## config.mk

```make
export PLATFORM = sky130hd
export DESIGN_NAME = dhpm_coef_store
export DESIGN_NICKNAME = d
export VERILOG_FILES = /design/src/hw/rtl/dhpm_pkg.sv /design/src/hw/rtl/dhpm_coef_store.sv
export SDC_FILE = /design/constraint.sdc
export NUM_CORES = 1
export LEC_CHECK = 0
export BUFFER_PORTS_ARGS = -buffer_cell sky130_fd_sc_hd__buf_2
export CAP_MARGIN = 10
export CORE_AREA = 2 2 439 441
export DETAILED_ROUTE_END_ITERATION = 10
export DIE_AREA = 0 0 441 443
export SYNTH_ARGS = -nofsm -noshare
export SYNTH_HDL_FRONTEND = slang
export SYNTH_SLANG_ARGS = --single-unit
```

## constraint.sdc

```tcl
create_clock -name clk_i -period 1.1 [get_ports clk_i]
set_clock_uncertainty 0.2 [all_clocks]
set_input_delay 0.165 -clock clk_i [delete_from_list [all_inputs] [get_ports clk_i]]
set_output_delay 0.165 -clock clk_i [all_outputs]
set_load 0.01 [all_outputs]
```

## src/hw/rtl/dhpm_pkg.sv

```systemverilog
`default_nettype none
// ----------------------------------------------------------------------------
// dhpm_pkg: shared types and constants of the point map core
// widths of the request and result fields, coefficient slots, codes
// ----------------------------------------------------------------------------
package dhpm_pkg;

  // default configuration
  localparam int unsigned COORD_BITS_DEF = 12;
  localparam int unsigned COEF_FRAC_DEF  = 24;

  // field widths
  localparam int unsigned COEF_W    = 48;
  localparam int unsigned SLOT_W    = 5;
  localparam int unsigned COL_W     = 12;
  localparam int unsigned DISP_W    = 16;
  localparam int unsigned DISP_FRAC = 4;
  localparam int unsigned MASK_W    = 8;
  localparam int unsigned OUT_W     = 24;
  localparam int unsigned OUT_FRAC  = 8;

  // coefficient store layout
  localparam int unsigned NUM_SLOTS   = 22;
  localparam int unsigned HOMOG_N     = 11;
  localparam int unsigned SLOT_FIRST  = 0;
  localparam int unsigned SLOT_SECOND = 11;
  localparam int unsigned OFF_X       = 9;
  localparam int unsigned OFF_Y       = 10;

  // pipeline depth of the two halves
  localparam int unsigned FRONT_ST = 4;
  localparam int unsigned LANE_ST  = OUT_W + 3;

  localparam logic signed [DISP_W-1:0] DISP_NONE = -16'sd160;
  localparam logic [MASK_W-1:0]        MASK_FULL = 8'hFF;
  localparam logic [OUT_W-1:0]         OUT_POS_MAX = 24'h7FFFFF;
  localparam logic [OUT_W-1:0]         OUT_NEG_MAX = 24'h800000;

  typedef enum logic {
    ACT_LOAD = 1'b0,
    ACT_MAP  = 1'b1
  } dhpm_action_e;

  typedef enum logic [1:0] {
    ST_MAPPED   = 2'd0,
    ST_SKIPPED  = 2'd1,
    ST_ZERO_DEN = 2'd2
  } dhpm_status_e;

  typedef logic signed [COEF_W-1:0] dhpm_coef_t;

  typedef struct packed {
    dhpm_action_e              action;
    logic [SLOT_W-1:0]         coef_index;
    logic signed [COEF_W-1:0]  coef_value;
    logic [COL_W-1:0]          pixel_col;
    logic [COL_W-1:0]          pixel_row;
    logic signed [DISP_W-1:0]  disparity;
    logic [MASK_W-1:0]         mask_value;
  } dhpm_req_t;

  typedef struct packed {
    dhpm_status_e             map_status;
    logic signed [OUT_W-1:0]  first_x;
    logic signed [OUT_W-1:0]  first_y;
    logic signed [OUT_W-1:0]  second_x;
    logic signed [OUT_W-1:0]  second_y;
  } dhpm_res_t;

  typedef struct packed {
    logic skip;
    logic zero_den;
  } dhpm_meta_t;

endpackage
`default_nettype wire

```

## src/hw/rtl/dhpm_coef_store.sv

```systemverilog
`default_nettype none
// ----------------------------------------------------------------------------
// dhpm_coef_store: homography coefficient registers
// 22 signed entries, cleared by reset, one write per load request
// ----------------------------------------------------------------------------
module dhpm_coef_store (
  input  logic                              clk_i,
  input  logic                              rst_ni,
  input  logic                              we_i,
  input  logic [dhpm_pkg::SLOT_W-1:0]       idx_i,
  input  dhpm_pkg::dhpm_coef_t              val_i,
  output dhpm_pkg::dhpm_coef_t              coef_o [dhpm_pkg::NUM_SLOTS]
);

  dhpm_pkg::dhpm_coef_t store_q [dhpm_pkg::NUM_SLOTS];

  always_ff @(posedge clk_i or negedge rst_ni) begin
    if (!rst_ni) begin
      for (int i = 0; i < dhpm_pkg::NUM_SLOTS; i++) begin
        store_q[i] <= '0;
      end
    end else if (we_i && (idx_i < dhpm_pkg::SLOT_W'(dhpm_pkg::NUM_SLOTS))) begin
      store_q[idx_i] <= val_i;
    end
  end

  assign coef_o = store_q;

endmodule
`default_nettype wire

```

==> results of run 1 <==
==> synth_stat cells <==
cell type / instances / share of area, %
clkbuf_1: 102 / 0.97
mux2_2: 1036 / 29
buf_2: 81 / 1.0
nor3b_2: 1 / 0.032
mux2_4: 20 / 0.76
nor4b_4: 1 / 0.060
nand4b_1: 1 / 0.022
nand4b_2: 1 / 0.038
nand2_1: 13 / 0.12
nor3_1: 1 / 0.013
buf_4: 18 / 0.34
dfrtp_1: 1056 / 67
nor2_1: 4 / 0.038
nor2b_1: 5 / 0.079
buf_6: 5 / 0.14
nand2b_1: 1 / 0.016
and2b_1: 1 / 0.019
or3_4: 1 / 0.028
and4bb_2: 3 / 0.095
==> power by group through the flow <==
stage / sequential (mW) / clock, mW / combinational (mW)
3_5_place_dp: 50.9 / 0 / 25.2
5_1_grt: 52.3 / 41.4 / 35.1
2_1_floorplan: 54.3 / 0 / 7.84
6_report: 51.5 / 38.8 / 33.3
3_3_place_gp: 50.6 / 0 / 24.9
4_1_cts: 51.2 / 39.8 / 31.6
==> worst min-delay path by stage <==
stage	slack (ns)	startpoint	to
final	-0.15	idx_i[1]	coef_o[197]
after global routing	-0.19	idx_i[1]	coef_o[197]
after CTS	-0.25	idx_i[1]	coef_o[197]
after detailed placement	-0.05	rst_ni	coef_o[447]
after global placement	-0.05	rst_ni	coef_o[447]
after floorplan	-0.33	rst_ni	coef_o[0]
==> layer usage <==
layer / routed length [microns] / global-route usage (%) / share of wire (%) / vias to the layer above
li1: - / - / - / 11500
met1: 57400 / 16.5 / 38 / 14100
met2: 81900 / 27.8 / 54 / 869
met3: 9150 / 3.79 / 6.0 / 197
met4: 4120 / 5.15 / 2.7 / 0
met5: 0 / 0 / 0 / -
==> per-stage QoR <==
step | std cells | area [sq um] | setup TNS, ns
final | 6587 | 62700 | -583.84
after detailed placement | 6026 | 51600 | -1032.00
after CTS | 6482 | 61200 | -675.86
after floorplan | 2351 | 40600 | -364.37
after global routing | 6587 | 62700 | -668.17
after global placement | 6025 | 51600 | -1142.38
==> layout by cell type, fill, tap and decap left out, types with 16 or more instances in the layout <==
cell,n
dfrtp_1,1055
buf_6,653
clkbuf_8,22
buf_4,383
buf_2,464
mux2_2,876
mux2_4,180
clkbuf_16,113
clkbuf_1,33
dlygate4sd3_1,50
clkinv_2,16
buf_12,138
==> layout make-up <==
| type | count | area share, % |
|---|---|---|
| antenna | 2 | 0.00798 |
| clock buffer | 168 | 5.19 |
| clock inverter | 39 | 0.824 |
| multi-input combinational | 1089 | 20.8 |
| sequential | 1056 | 42.1 |
| tap | 2526 | 5.04 |
| timing repair buffer | 1707 | 26.0 |
==> cell families (layout without fill, tap and decap cells) <==
logic type / after synthesis / after routing / share of synthesized area (%)
muxes: 1056 / 1056 / 30.2
DFF: 1056 / 1056 / 66.7
buffers and inverters: 206 / 1914 / 2.47
and+or+nand+nor: 33 / 33 / 0.562
other: 0 / 2 / 0
==> repair_timing <==
action,in CTS,in global routing
gates cloned,13,0
setup buffers,187,103
endpoints found under the setup margin,1671,1391
hold endpoints to repair,2112,58
resized for setup,875,123
pin swaps,4,0
==> metrics.yaml, run 1 <==
final_layout:
  syn_to_final_growth_pct: 58.4
  multiInputGateArea_sq_um: 13000
  finalNetCount: 4022
  fill_cells: 18600
  drive_above_1_share_pct: 71.9
  fin_util_pct: 32.8
  regArea_sq_um: 26400
  largest_reg_flops: 1056
power:
  sw_frac_of_total_pct: 28.3
  p_int_mw: 88.7
  seq_power_share_pct: 41.7
  p_total_mw: 124
  combPwrFrac_pct: 26.9
  p_switching_mw: 34.9
  p_per_area_nw_per_um2: 1970
  vdd_drop_max_uv: 1550
  clockPowerShare_pct: 31.4
  cellLeakagePower_nw: 30.8
floorplanning:
  die_area_sq_um: 195000
  rows: 161
  start_util_pct: 20.7
  pin_count: 1112
  die_w_microns: 441
  core_area_sq_um: 191000
  fp.dieH_microns: 443
sta:
  slew_headroom_pct: 58.3
  final_max_slew_viol_count: 0
  setup_violations: 1525
  whs_ns: -0.154
  fmax_ghz: 0.577
  rsz0062_at_grt: "yes"
  setup_ws_ns: -0.633
  fin_crit_ns: 1.73
  finalHoldViolCount: 12
  post-route-period-util_pct: 158
  worst_pin_slew_ns: 0.625
cts:
  cts_tree: "done"
  clk_latency_ns: 0.75
  cts_made_buffers: 112
  cts_buffer_depth: 3
  cts_num_sinks: 1056
  htreeDepth: 3
  cts_hold_buf: 50
  cts-root-buf: "clkbuf_16"
  path_clk_slew_ns: 0.07
worst_setup_path:
  start_kind: "flip-flop"
  ff2ff_setup_slack_ns: -0.14
  rr_startpoint: "coef_o[940]"
  critPathRequiredTime_ns: 0.73
  r2r_cells: 3
  slowest_stage: "dfrtp_2"
  critPathBufInv: 1
  critPathMaxStageDelay_ns: 0.46
  crit_arrival_ns: 1.37
  crit_start: "coef_o[772]"
  cp_cell_sequence: "buf_6"
  r2r-end: "coef_o[940]"
  cp_num_cells: 1
  crit_family: "flip-flops"
  end_kind: "output pin"
  crit_end: "coef_o[772]"
  crit_fanout: 2
  critical_path_class: "flip-flop to output pin"
place:
  gp_congestion: 0.790
  hpwl_microns: 107000
  dp_worst_setup_slack_ns: -1.46
  portBuffers: 1111
min_path:
  hold_depth: 4
  hold_class: "primary input to flip-flop"
yosys:
  synth_cell_types: 19
  yosys_warnings: 0
  synth_seq_cells: 1056
  syn_nets: 2407
  syn_avg_cell_area_sq_um: 16.8
  seq_area_frac_synth_pct: 66.7
  synth_cells: 2351
  syn_area_sq_um: 39600
detailed_routing:
  viasPerCell: 4.04
  antenna_left: 0
  num_vias: 26600
  post_drt_wl_per_cell_microns: 23.2
  drcViolationCount: 0
  first_pass_iters: 4
  initialDrtViolationCount: 1044
  routed_wl_microns: 153000
global_routing:
  overflow: 0
  grt_max_degree: 109
  grt_pass1_wl_microns: 213000
  grt_usage_pct: 15.1
  antenna_found_initial: 4
  grt_pass1_vias: 28400
run_status:
  violations: "negative hold slack, negative setup slack"
  status: "complete, but fails checks"
run:
  max_cap_violations: 0
(Power assumes the default switching activity.)
==> inputs of run 2 (changes only) <==
--- a/config.mk
+++ b/config.mk
@@ -7,9 +7,10 @@
 export LEC_CHECK = 0
 export BUFFER_PORTS_ARGS = -buffer_cell sky130_fd_sc_hd__buf_2
 export CAP_MARGIN = 10
-export CORE_AREA = 2 2 439 441
+export CORE_AREA = 8 8 432 434
+export CTS_BUF_LIST = sky130_fd_sc_hd__clkbuf_2
 export DETAILED_ROUTE_END_ITERATION = 10
-export DIE_AREA = 0 0 441 443
+export DIE_AREA = 0 0 440 442
 export SYNTH_ARGS = -nofsm -noshare
 export SYNTH_HDL_FRONTEND = slang
 export SYNTH_SLANG_ARGS = --single-unit
==> run 2 against run 1 <==
The flow still finishes with violations (negative hold slack, negative setup slack); count of clock-buffer cells in the layout is 260 higher; critical path depth stayed put; setup slack worse by 0.92 ns; die area fell by 0.45%; design area down 3.4%.
==> metrics.yaml, run 2 (synthesized netlist as in run 1, its figures left out) <==
global_routing:
  grt_pass1_wl_microns: 224000  # +5.6%
  grt_usage_pct: 15.7  # +0.66 points
  grt_pass1_vias: 30800  # +8.6%
  antenna_found_initial: 8  # +4
  overflow: 0  # unchanged
  grt_max_degree: 70  # -36%
worst_setup_path:
  crit_arrival_ns: 2.29  # +0.92 ns
  slowest_stage: "dfrtp_1"
  critPathRequiredTime_ns: 0.73  # about the same
  start_kind: "flip-flop"
  end_kind: "output pin"
  critical_path_class: "flip-flop to output pin"
  critPathMaxStageDelay_ns: 0.43  # -0.03 ns
  cp_cell_sequence: "buf_2"
  crit_fanout: 2  # unchanged
  ff2ff_setup_slack_ns: -0.14  # about the same
  crit_family: "flip-flops"
  critPathBufInv: 1  # unchanged
floorplanning:
  die_area_sq_um: 194000  # -0.45%
  start_util_pct: 22.0  # +1.3 points
  die_w_microns: 440  # -0.23%
  rows: 156  # -3.1%
  pin_count: 1112  # unchanged
  fp.dieH_microns: 442  # -0.23%
  core_area_sq_um: 180000  # -6.0%
detailed_routing:
  drcViolationCount: 0  # unchanged
  num_vias: 28000  # +5.3%
  initialDrtViolationCount: 1113  # +6.6%
  routed_wl_microns: 159000  # +4.4%
  viasPerCell: 4.17  # +3.2%
  post_drt_wl_per_cell_microns: 23.7  # +2.4%
  first_pass_iters: 5  # +1
  antenna_left: 0  # unchanged
cts:
  htreeDepth: 5  # +2
  cts_made_buffers: 306  # +170%
  path_clk_slew_ns: 0.09  # +0.02 ns
  clk_latency_ns: 1.65  # +0.90 ns
  cts_tree: "done"
  cts_buffer_depth: 4  # +1
  cts_num_sinks: 1056  # unchanged
  cts-root-buf: "clkbuf_2"
final_layout:
  finalNetCount: 4207  # +4.6%
  syn_to_final_growth_pct: 52.9
  fill_cells: 17500  # -5.7%
  largest_reg_flops: 1056  # unchanged
  drive_above_1_share_pct: 71.5  # -0.41 points
  final_common_cell: "dfrtp_1"
  layout_common_cells: "1,056 x dfrtp_1, 880 x mux2_2, 582 x buf_2"
power:
  clockPowerShare_pct: 24.9  # -6.5 points
  vdd_drop_max_uv: 1000  # -35%
  p_per_area_nw_per_um2: 1840  # -6.7%
  combPwrFrac_pct: 28.9  # +2.0 points
  p_switching_mw: 35.7  # +2.2%
  cellLeakagePower_nw: 30.7  # -0.52%
  p_int_mw: 75.6  # -15%
  seq_power_share_pct: 46.3  # +4.6 points
  sw_frac_of_total_pct: 32.1  # +3.8 points
min_path:
  hold_class: "primary input to flip-flop"
sta:
  setup_ws_ns: -1.55  # -0.919 ns
  worst_pin_slew_ns: 1.22  # +0.596 ns
  finalHoldViolCount: 1056  # +1,044
  fin_crit_ns: 2.65  # +0.919 ns
  final_max_slew_viol_count: 0  # unchanged
  whs_ns: -0.923  # -0.769 ns
  rsz0062_at_grt: "yes"
  post-route-period-util_pct: 241  # +84 points
  setup_violations: 2317  # +52%
  slew_headroom_pct: 18.4  # -40 points
  fin_setup_tns_ns: -1819.31  # -1235.47 ns
  fmax_ghz: 0.377  # -35%
place:
  gp_congestion: 0.789  # -0.16%
  hpwl_microns: 112000  # +4.4%
  portBuffers: 1111  # unchanged
run:
  max_cap_violations: 0  # unchanged
run_status:
  status: "complete, but fails checks"
  violations: "negative hold slack, negative setup slack"
[run 2: cell types whose count changed in the layout (fill, tap and decap cells not counted), moves of 32 or more]
| cell | change |
|---|---|
| buf_12 | +32 |
| buf_2 | +118 |
| buf_4 | -96 |
| buf_6 | -125 |
| clkbuf_1 | -33 |
| clkbuf_16 | -113 |
| clkbuf_2 | +428 |
| clkinv_1 | +46 |
| dlygate4sd3_1 | +80 |
[run 2: power by group through the flow]
stage | logic, mW | registers [mW] | clock network (mW)
global placement | 25.1 | 50.9 | 0
CTS | 29.8 | 51.0 | 28.9
floorplan | 7.84 | 54.3 | 0
global route | 33.9 | 52.3 | 31.0
finish | 32.1 | 51.5 | 27.7
detailed placement | 25.4 | 51.2 | 0
[run 2: worst paths after layout]
path | from | endpoint | cells after the start
worst max-delay path | coef_o[793] | coef_o[793] | 1
worst min-delay path | idx_i[2] | coef_o[1031] | 5
worst max register to register | coef_o[81] | coef_o[81] | 3
worst min register to register | coef_o[921] | coef_o[921] | 1
max in group asynchronous | rst_ni | coef_o[921] | 23
min in group asynchronous | rst_ni | coef_o[656] | 22
[run 2: final cells by class]
cell class | count | area, sq um | share of cell area (%)
diodes | 13 | 32.5 | 0.0537
clock buffers | 428 | 2140 | 3.54
flip-flops and latches | 1056 | 26400 | 43.6
repair buffers | 1698 | 15700 | 26.0
clock inverters | 66 | 313 | 0.517
multi-input cells | 1089 | 12900 | 21.4
well taps | 2370 | 2970 | 4.90
[run 2: per-layer routing]
metal	global-route usage, %	share of wire [%]	vias up
met2	28.1	52	1148
li1	-	-	12000
met5	0	0.0082	-
met1	16.4	36	14500
met4	7.31	4.4	2
met3	5.62	8.0	318
[run 2: repair_timing]
item	CTS	global route
endpoints found under the hold margin	2112	1057
resized for setup	559	256
hold buffers	184	1
cloned	0	0
setup endpoints to repair	1056	1727
setup buffers	69	109
[run 2: metrics by stage]
| stage | instances | area (sq um) | utilization, % | power [mW] | setup WS [ns] |
|---|---|---|---|---|---|
| finish | 6720 | 60500 | 33.7 | 111 | -1.55 |
| detailed placement | 5850 | 51000 | 28.4 | 76.6 | -1.50 |
| global route | 6718 | 60500 | 33.7 | 117 | -1.88 |
| global placement | 5850 | 51000 | 28.4 | 76.0 | -1.47 |
| floorplan | 2351 | 40600 | - | 62.2 | -0.526 |
| CTS | 6597 | 58400 | 32.5 | 110 | -1.96 |
==> inputs of run 3 (changes only) <==
==> constraint.sdc (replaced) <==
create_clock -name clk_i -period 2.9 [get_ports clk_i]
set_clock_uncertainty 0.2 [all_clocks]
set_input_delay 0.435 -clock clk_i [delete_from_list [all_inputs] [get_ports clk_i]]
set_output_delay 0.435 -clock clk_i [all_outputs]
set_load 0.01 [all_outputs]
==> run 3 against run 2 <==
The run ends with negative setup slack left; clock power decreased by 63%; first-iteration DRC count increased by 2.5%; count of clock-buffer cells in the layout decreased by 13.
==> metrics.yaml, run 3 (synthesized netlist as in run 1, its figures left out) <==
global_routing:
  overflow: 0  # unchanged
  grt_pass1_vias: 31100  # +0.90%
  antenna_found_initial: 4  # -4
  grt_max_degree: 83  # +19%
  grt_usage_pct: 16.0  # +0.24 points
  grt_pass1_wl_microns: 226000  # +0.59%
detailed_routing:
  post_drt_wl_per_cell_microns: 24.4  # +3.0%
  initialDrtViolationCount: 1141  # +2.5%
  drcViolationCount: 0  # unchanged
  antenna_left: 0  # unchanged
  num_vias: 28100  # +0.44%
  first_pass_iters: 6  # +1
  routed_wl_microns: 162000  # +1.5%
  viasPerCell: 4.25  # +1.9%
sta:
  slew_headroom_pct: 17.6  # -0.78 points
  final_max_slew_viol_count: 0  # unchanged
  finalHoldViolCount: 0  # -100%
  fin_crit_ns: 3.15
  setup_violations: 74  # -97%
  whs_ns: 0.291  # +1.21 ns
  worst_pin_slew_ns: 1.23  # +0.0117 ns
  setup_ws_ns: -0.252  # +1.30 ns
  fmax_ghz: 0.317
  post-route-period-util_pct: 109
  rsz0062_at_grt: "yes"
final_layout:
  syn_to_final_growth_pct: 50.8
  largest_reg_flops: 1056  # unchanged
  drive_above_1_share_pct: 69.6  # -1.8 points
  finalNetCount: 4153  # -1.3%
  fill_cells: 17600  # +0.33%
  final_common_cell: "dfrtp_1"
  regArea_sq_um: 26400  # about the same
  layout_common_cells: "1,055 x dfrtp_1, 1,036 x mux2_2, 710 x buf_6"
  multiInputGateArea_sq_um: 12300  # -4.6%
worst_setup_path:
  crit_family: "buffers and inverters"
  slowest_stage: "dlygate4sd3_1"
  crit_arrival_ns: 4.52  # +2.23 ns
  cp_common_cell: "dlygate4sd3_1"
  critical_path_class: "primary input to flip-flop"
  critPathMaxStageDelay_ns: 0.96  # +0.53 ns
  cp_cell_sequence: "dlygate4sd3_1 -> buf_2 -> dlygate4sd3_1 -> and4bb_2 -> dlygate4sd3_1 -> nand2_4 -> buf_12 -> mux2_2 -> dlygate4sd3_1"
  crit_fanout: 32  # +30
  critPathBufInv: 6  # +5
  end_kind: "flip-flop"
  start_kind: "primary input"
  critPathRequiredTime_ns: 4.27  # +3.54 ns
place:
  hpwl_microns: 105000  # -5.8%
  portBuffers: 1111  # unchanged
  gp_congestion: 0.770  # -2.4%
cts:
  cts_tree: "done"
  cts-root-buf: "clkbuf_2"
  path_clk_slew_ns: 0.10  # about the same
  clk_latency_ns: 1.58  # -0.07 ns
  htreeDepth: 5  # unchanged
  cts_buffer_depth: 4  # unchanged
  cts_made_buffers: 304  # -0.65%
  cts_num_sinks: 1056  # unchanged
floorplanning:
  start_util_pct: 22.0  # unchanged
  die_w_microns: 440  # unchanged
  rows: 156  # unchanged
  fp.dieH_microns: 442  # unchanged
  pin_count: 1112  # unchanged
  die_area_sq_um: 194000  # unchanged
  core_area_sq_um: 180000  # unchanged
run:
  max_cap_violations: 0  # unchanged
power:
  vdd_drop_max_uv: 436  # -57%
  cellLeakagePower_nw: 29.9  # -2.7%
  p_total_mw: 42.4  # -62%
  p_per_area_nw_per_um2: 710  # -61%
min_path:
  hold_class: "primary input to flip-flop"
run_status:
  status: "complete, but fails checks"
  violations: "negative setup slack"
-- run 3: changes by cell type in the layout (fill, tap and decap cells not counted), sizes merged --
| cell | delta |
|---|---|
| clkbuf | -13 |
| bufinv | +1 |
| buf | -125 |
| dlygate4sd3 | +73 |
| clkinv | -26 |
| clkinvlp | +1 |
| diode | -6 |
| inv | -4 |
-- run 3: per-layer routing --
layer	part of all wire [%]	vias up	GRT usage, %
met1	34	14700	15.8
met4	5.8	0	9.36
met3	7.6	382	5.57
li1	-	11800	-
met5	0	-	0
met2	53	1201	28.7
-- run 3: report_power, final --
group	switching, mW	internal [mW]	leakage [nW]
clock network	6.20	4.01	1.84
logic	5.23	7.34	14.5
registers	1.99	17.6	13.5
-- run 3: final timing paths --
kind	slack (ns)	to	cells after the start	start
min in group asynchronous	0.97	coef_o[876]	6	rst_ni
max in group asynchronous	0.53	coef_o[257]	7	rst_ni
max reg2reg	1.14	coef_o[384]	4	coef_o[384]
min	0.29	coef_o[444]	4	idx_i[1]
min reg2reg	0.31	coef_o[166]	1	coef_o[166]
max	-0.25	coef_o[811]	9	idx_i[3]
-- run 3: area by class of cell --
type,instances,area share [%]
Antenna cell,7,0.0293
Clock buffer,415,3.48
Clock inverter,38,0.388
Multi-Input combinational cell,1089,20.7
Sequential cell,1056,44.3
Tap cell,2370,4.97
Timing Repair Buffer,1646,26.2
-- run 3: timing repair --
item                                     CTS  global route
endpoints found under the hold margin   2112            64
resized for setup                        928           150
setup buffers                            103            90
endpoints found under the setup margin  1056          1076
hold buffers                             244             5
-- run 3: through the flow --
step | setup slack (ns) | TNS, ns | area, sq um | util (%) | instances
after floorplan | 0.948 | 0 | 39600 | - | 2351
final | -0.252 | -6.87 | 59700 | 33.2 | 6621
after detailed placement | -0.156 | -11.66 | 48500 | 27.0 | 5720
after CTS | -0.452 | -275.66 | 58000 | 32.3 | 6520
after global placement | -0.170 | -15.02 | 48500 | 27.0 | 5720
after global routing | -0.356 | -214.79 | 59700 | 33.2 | 6620
-- run 3: worst register-to-register path: cells and delay by family, from the launching register on --
kind,cells,cell delay (ns)
mux,1,0.25
buf+inv,3,0.80
flops,1,0.40
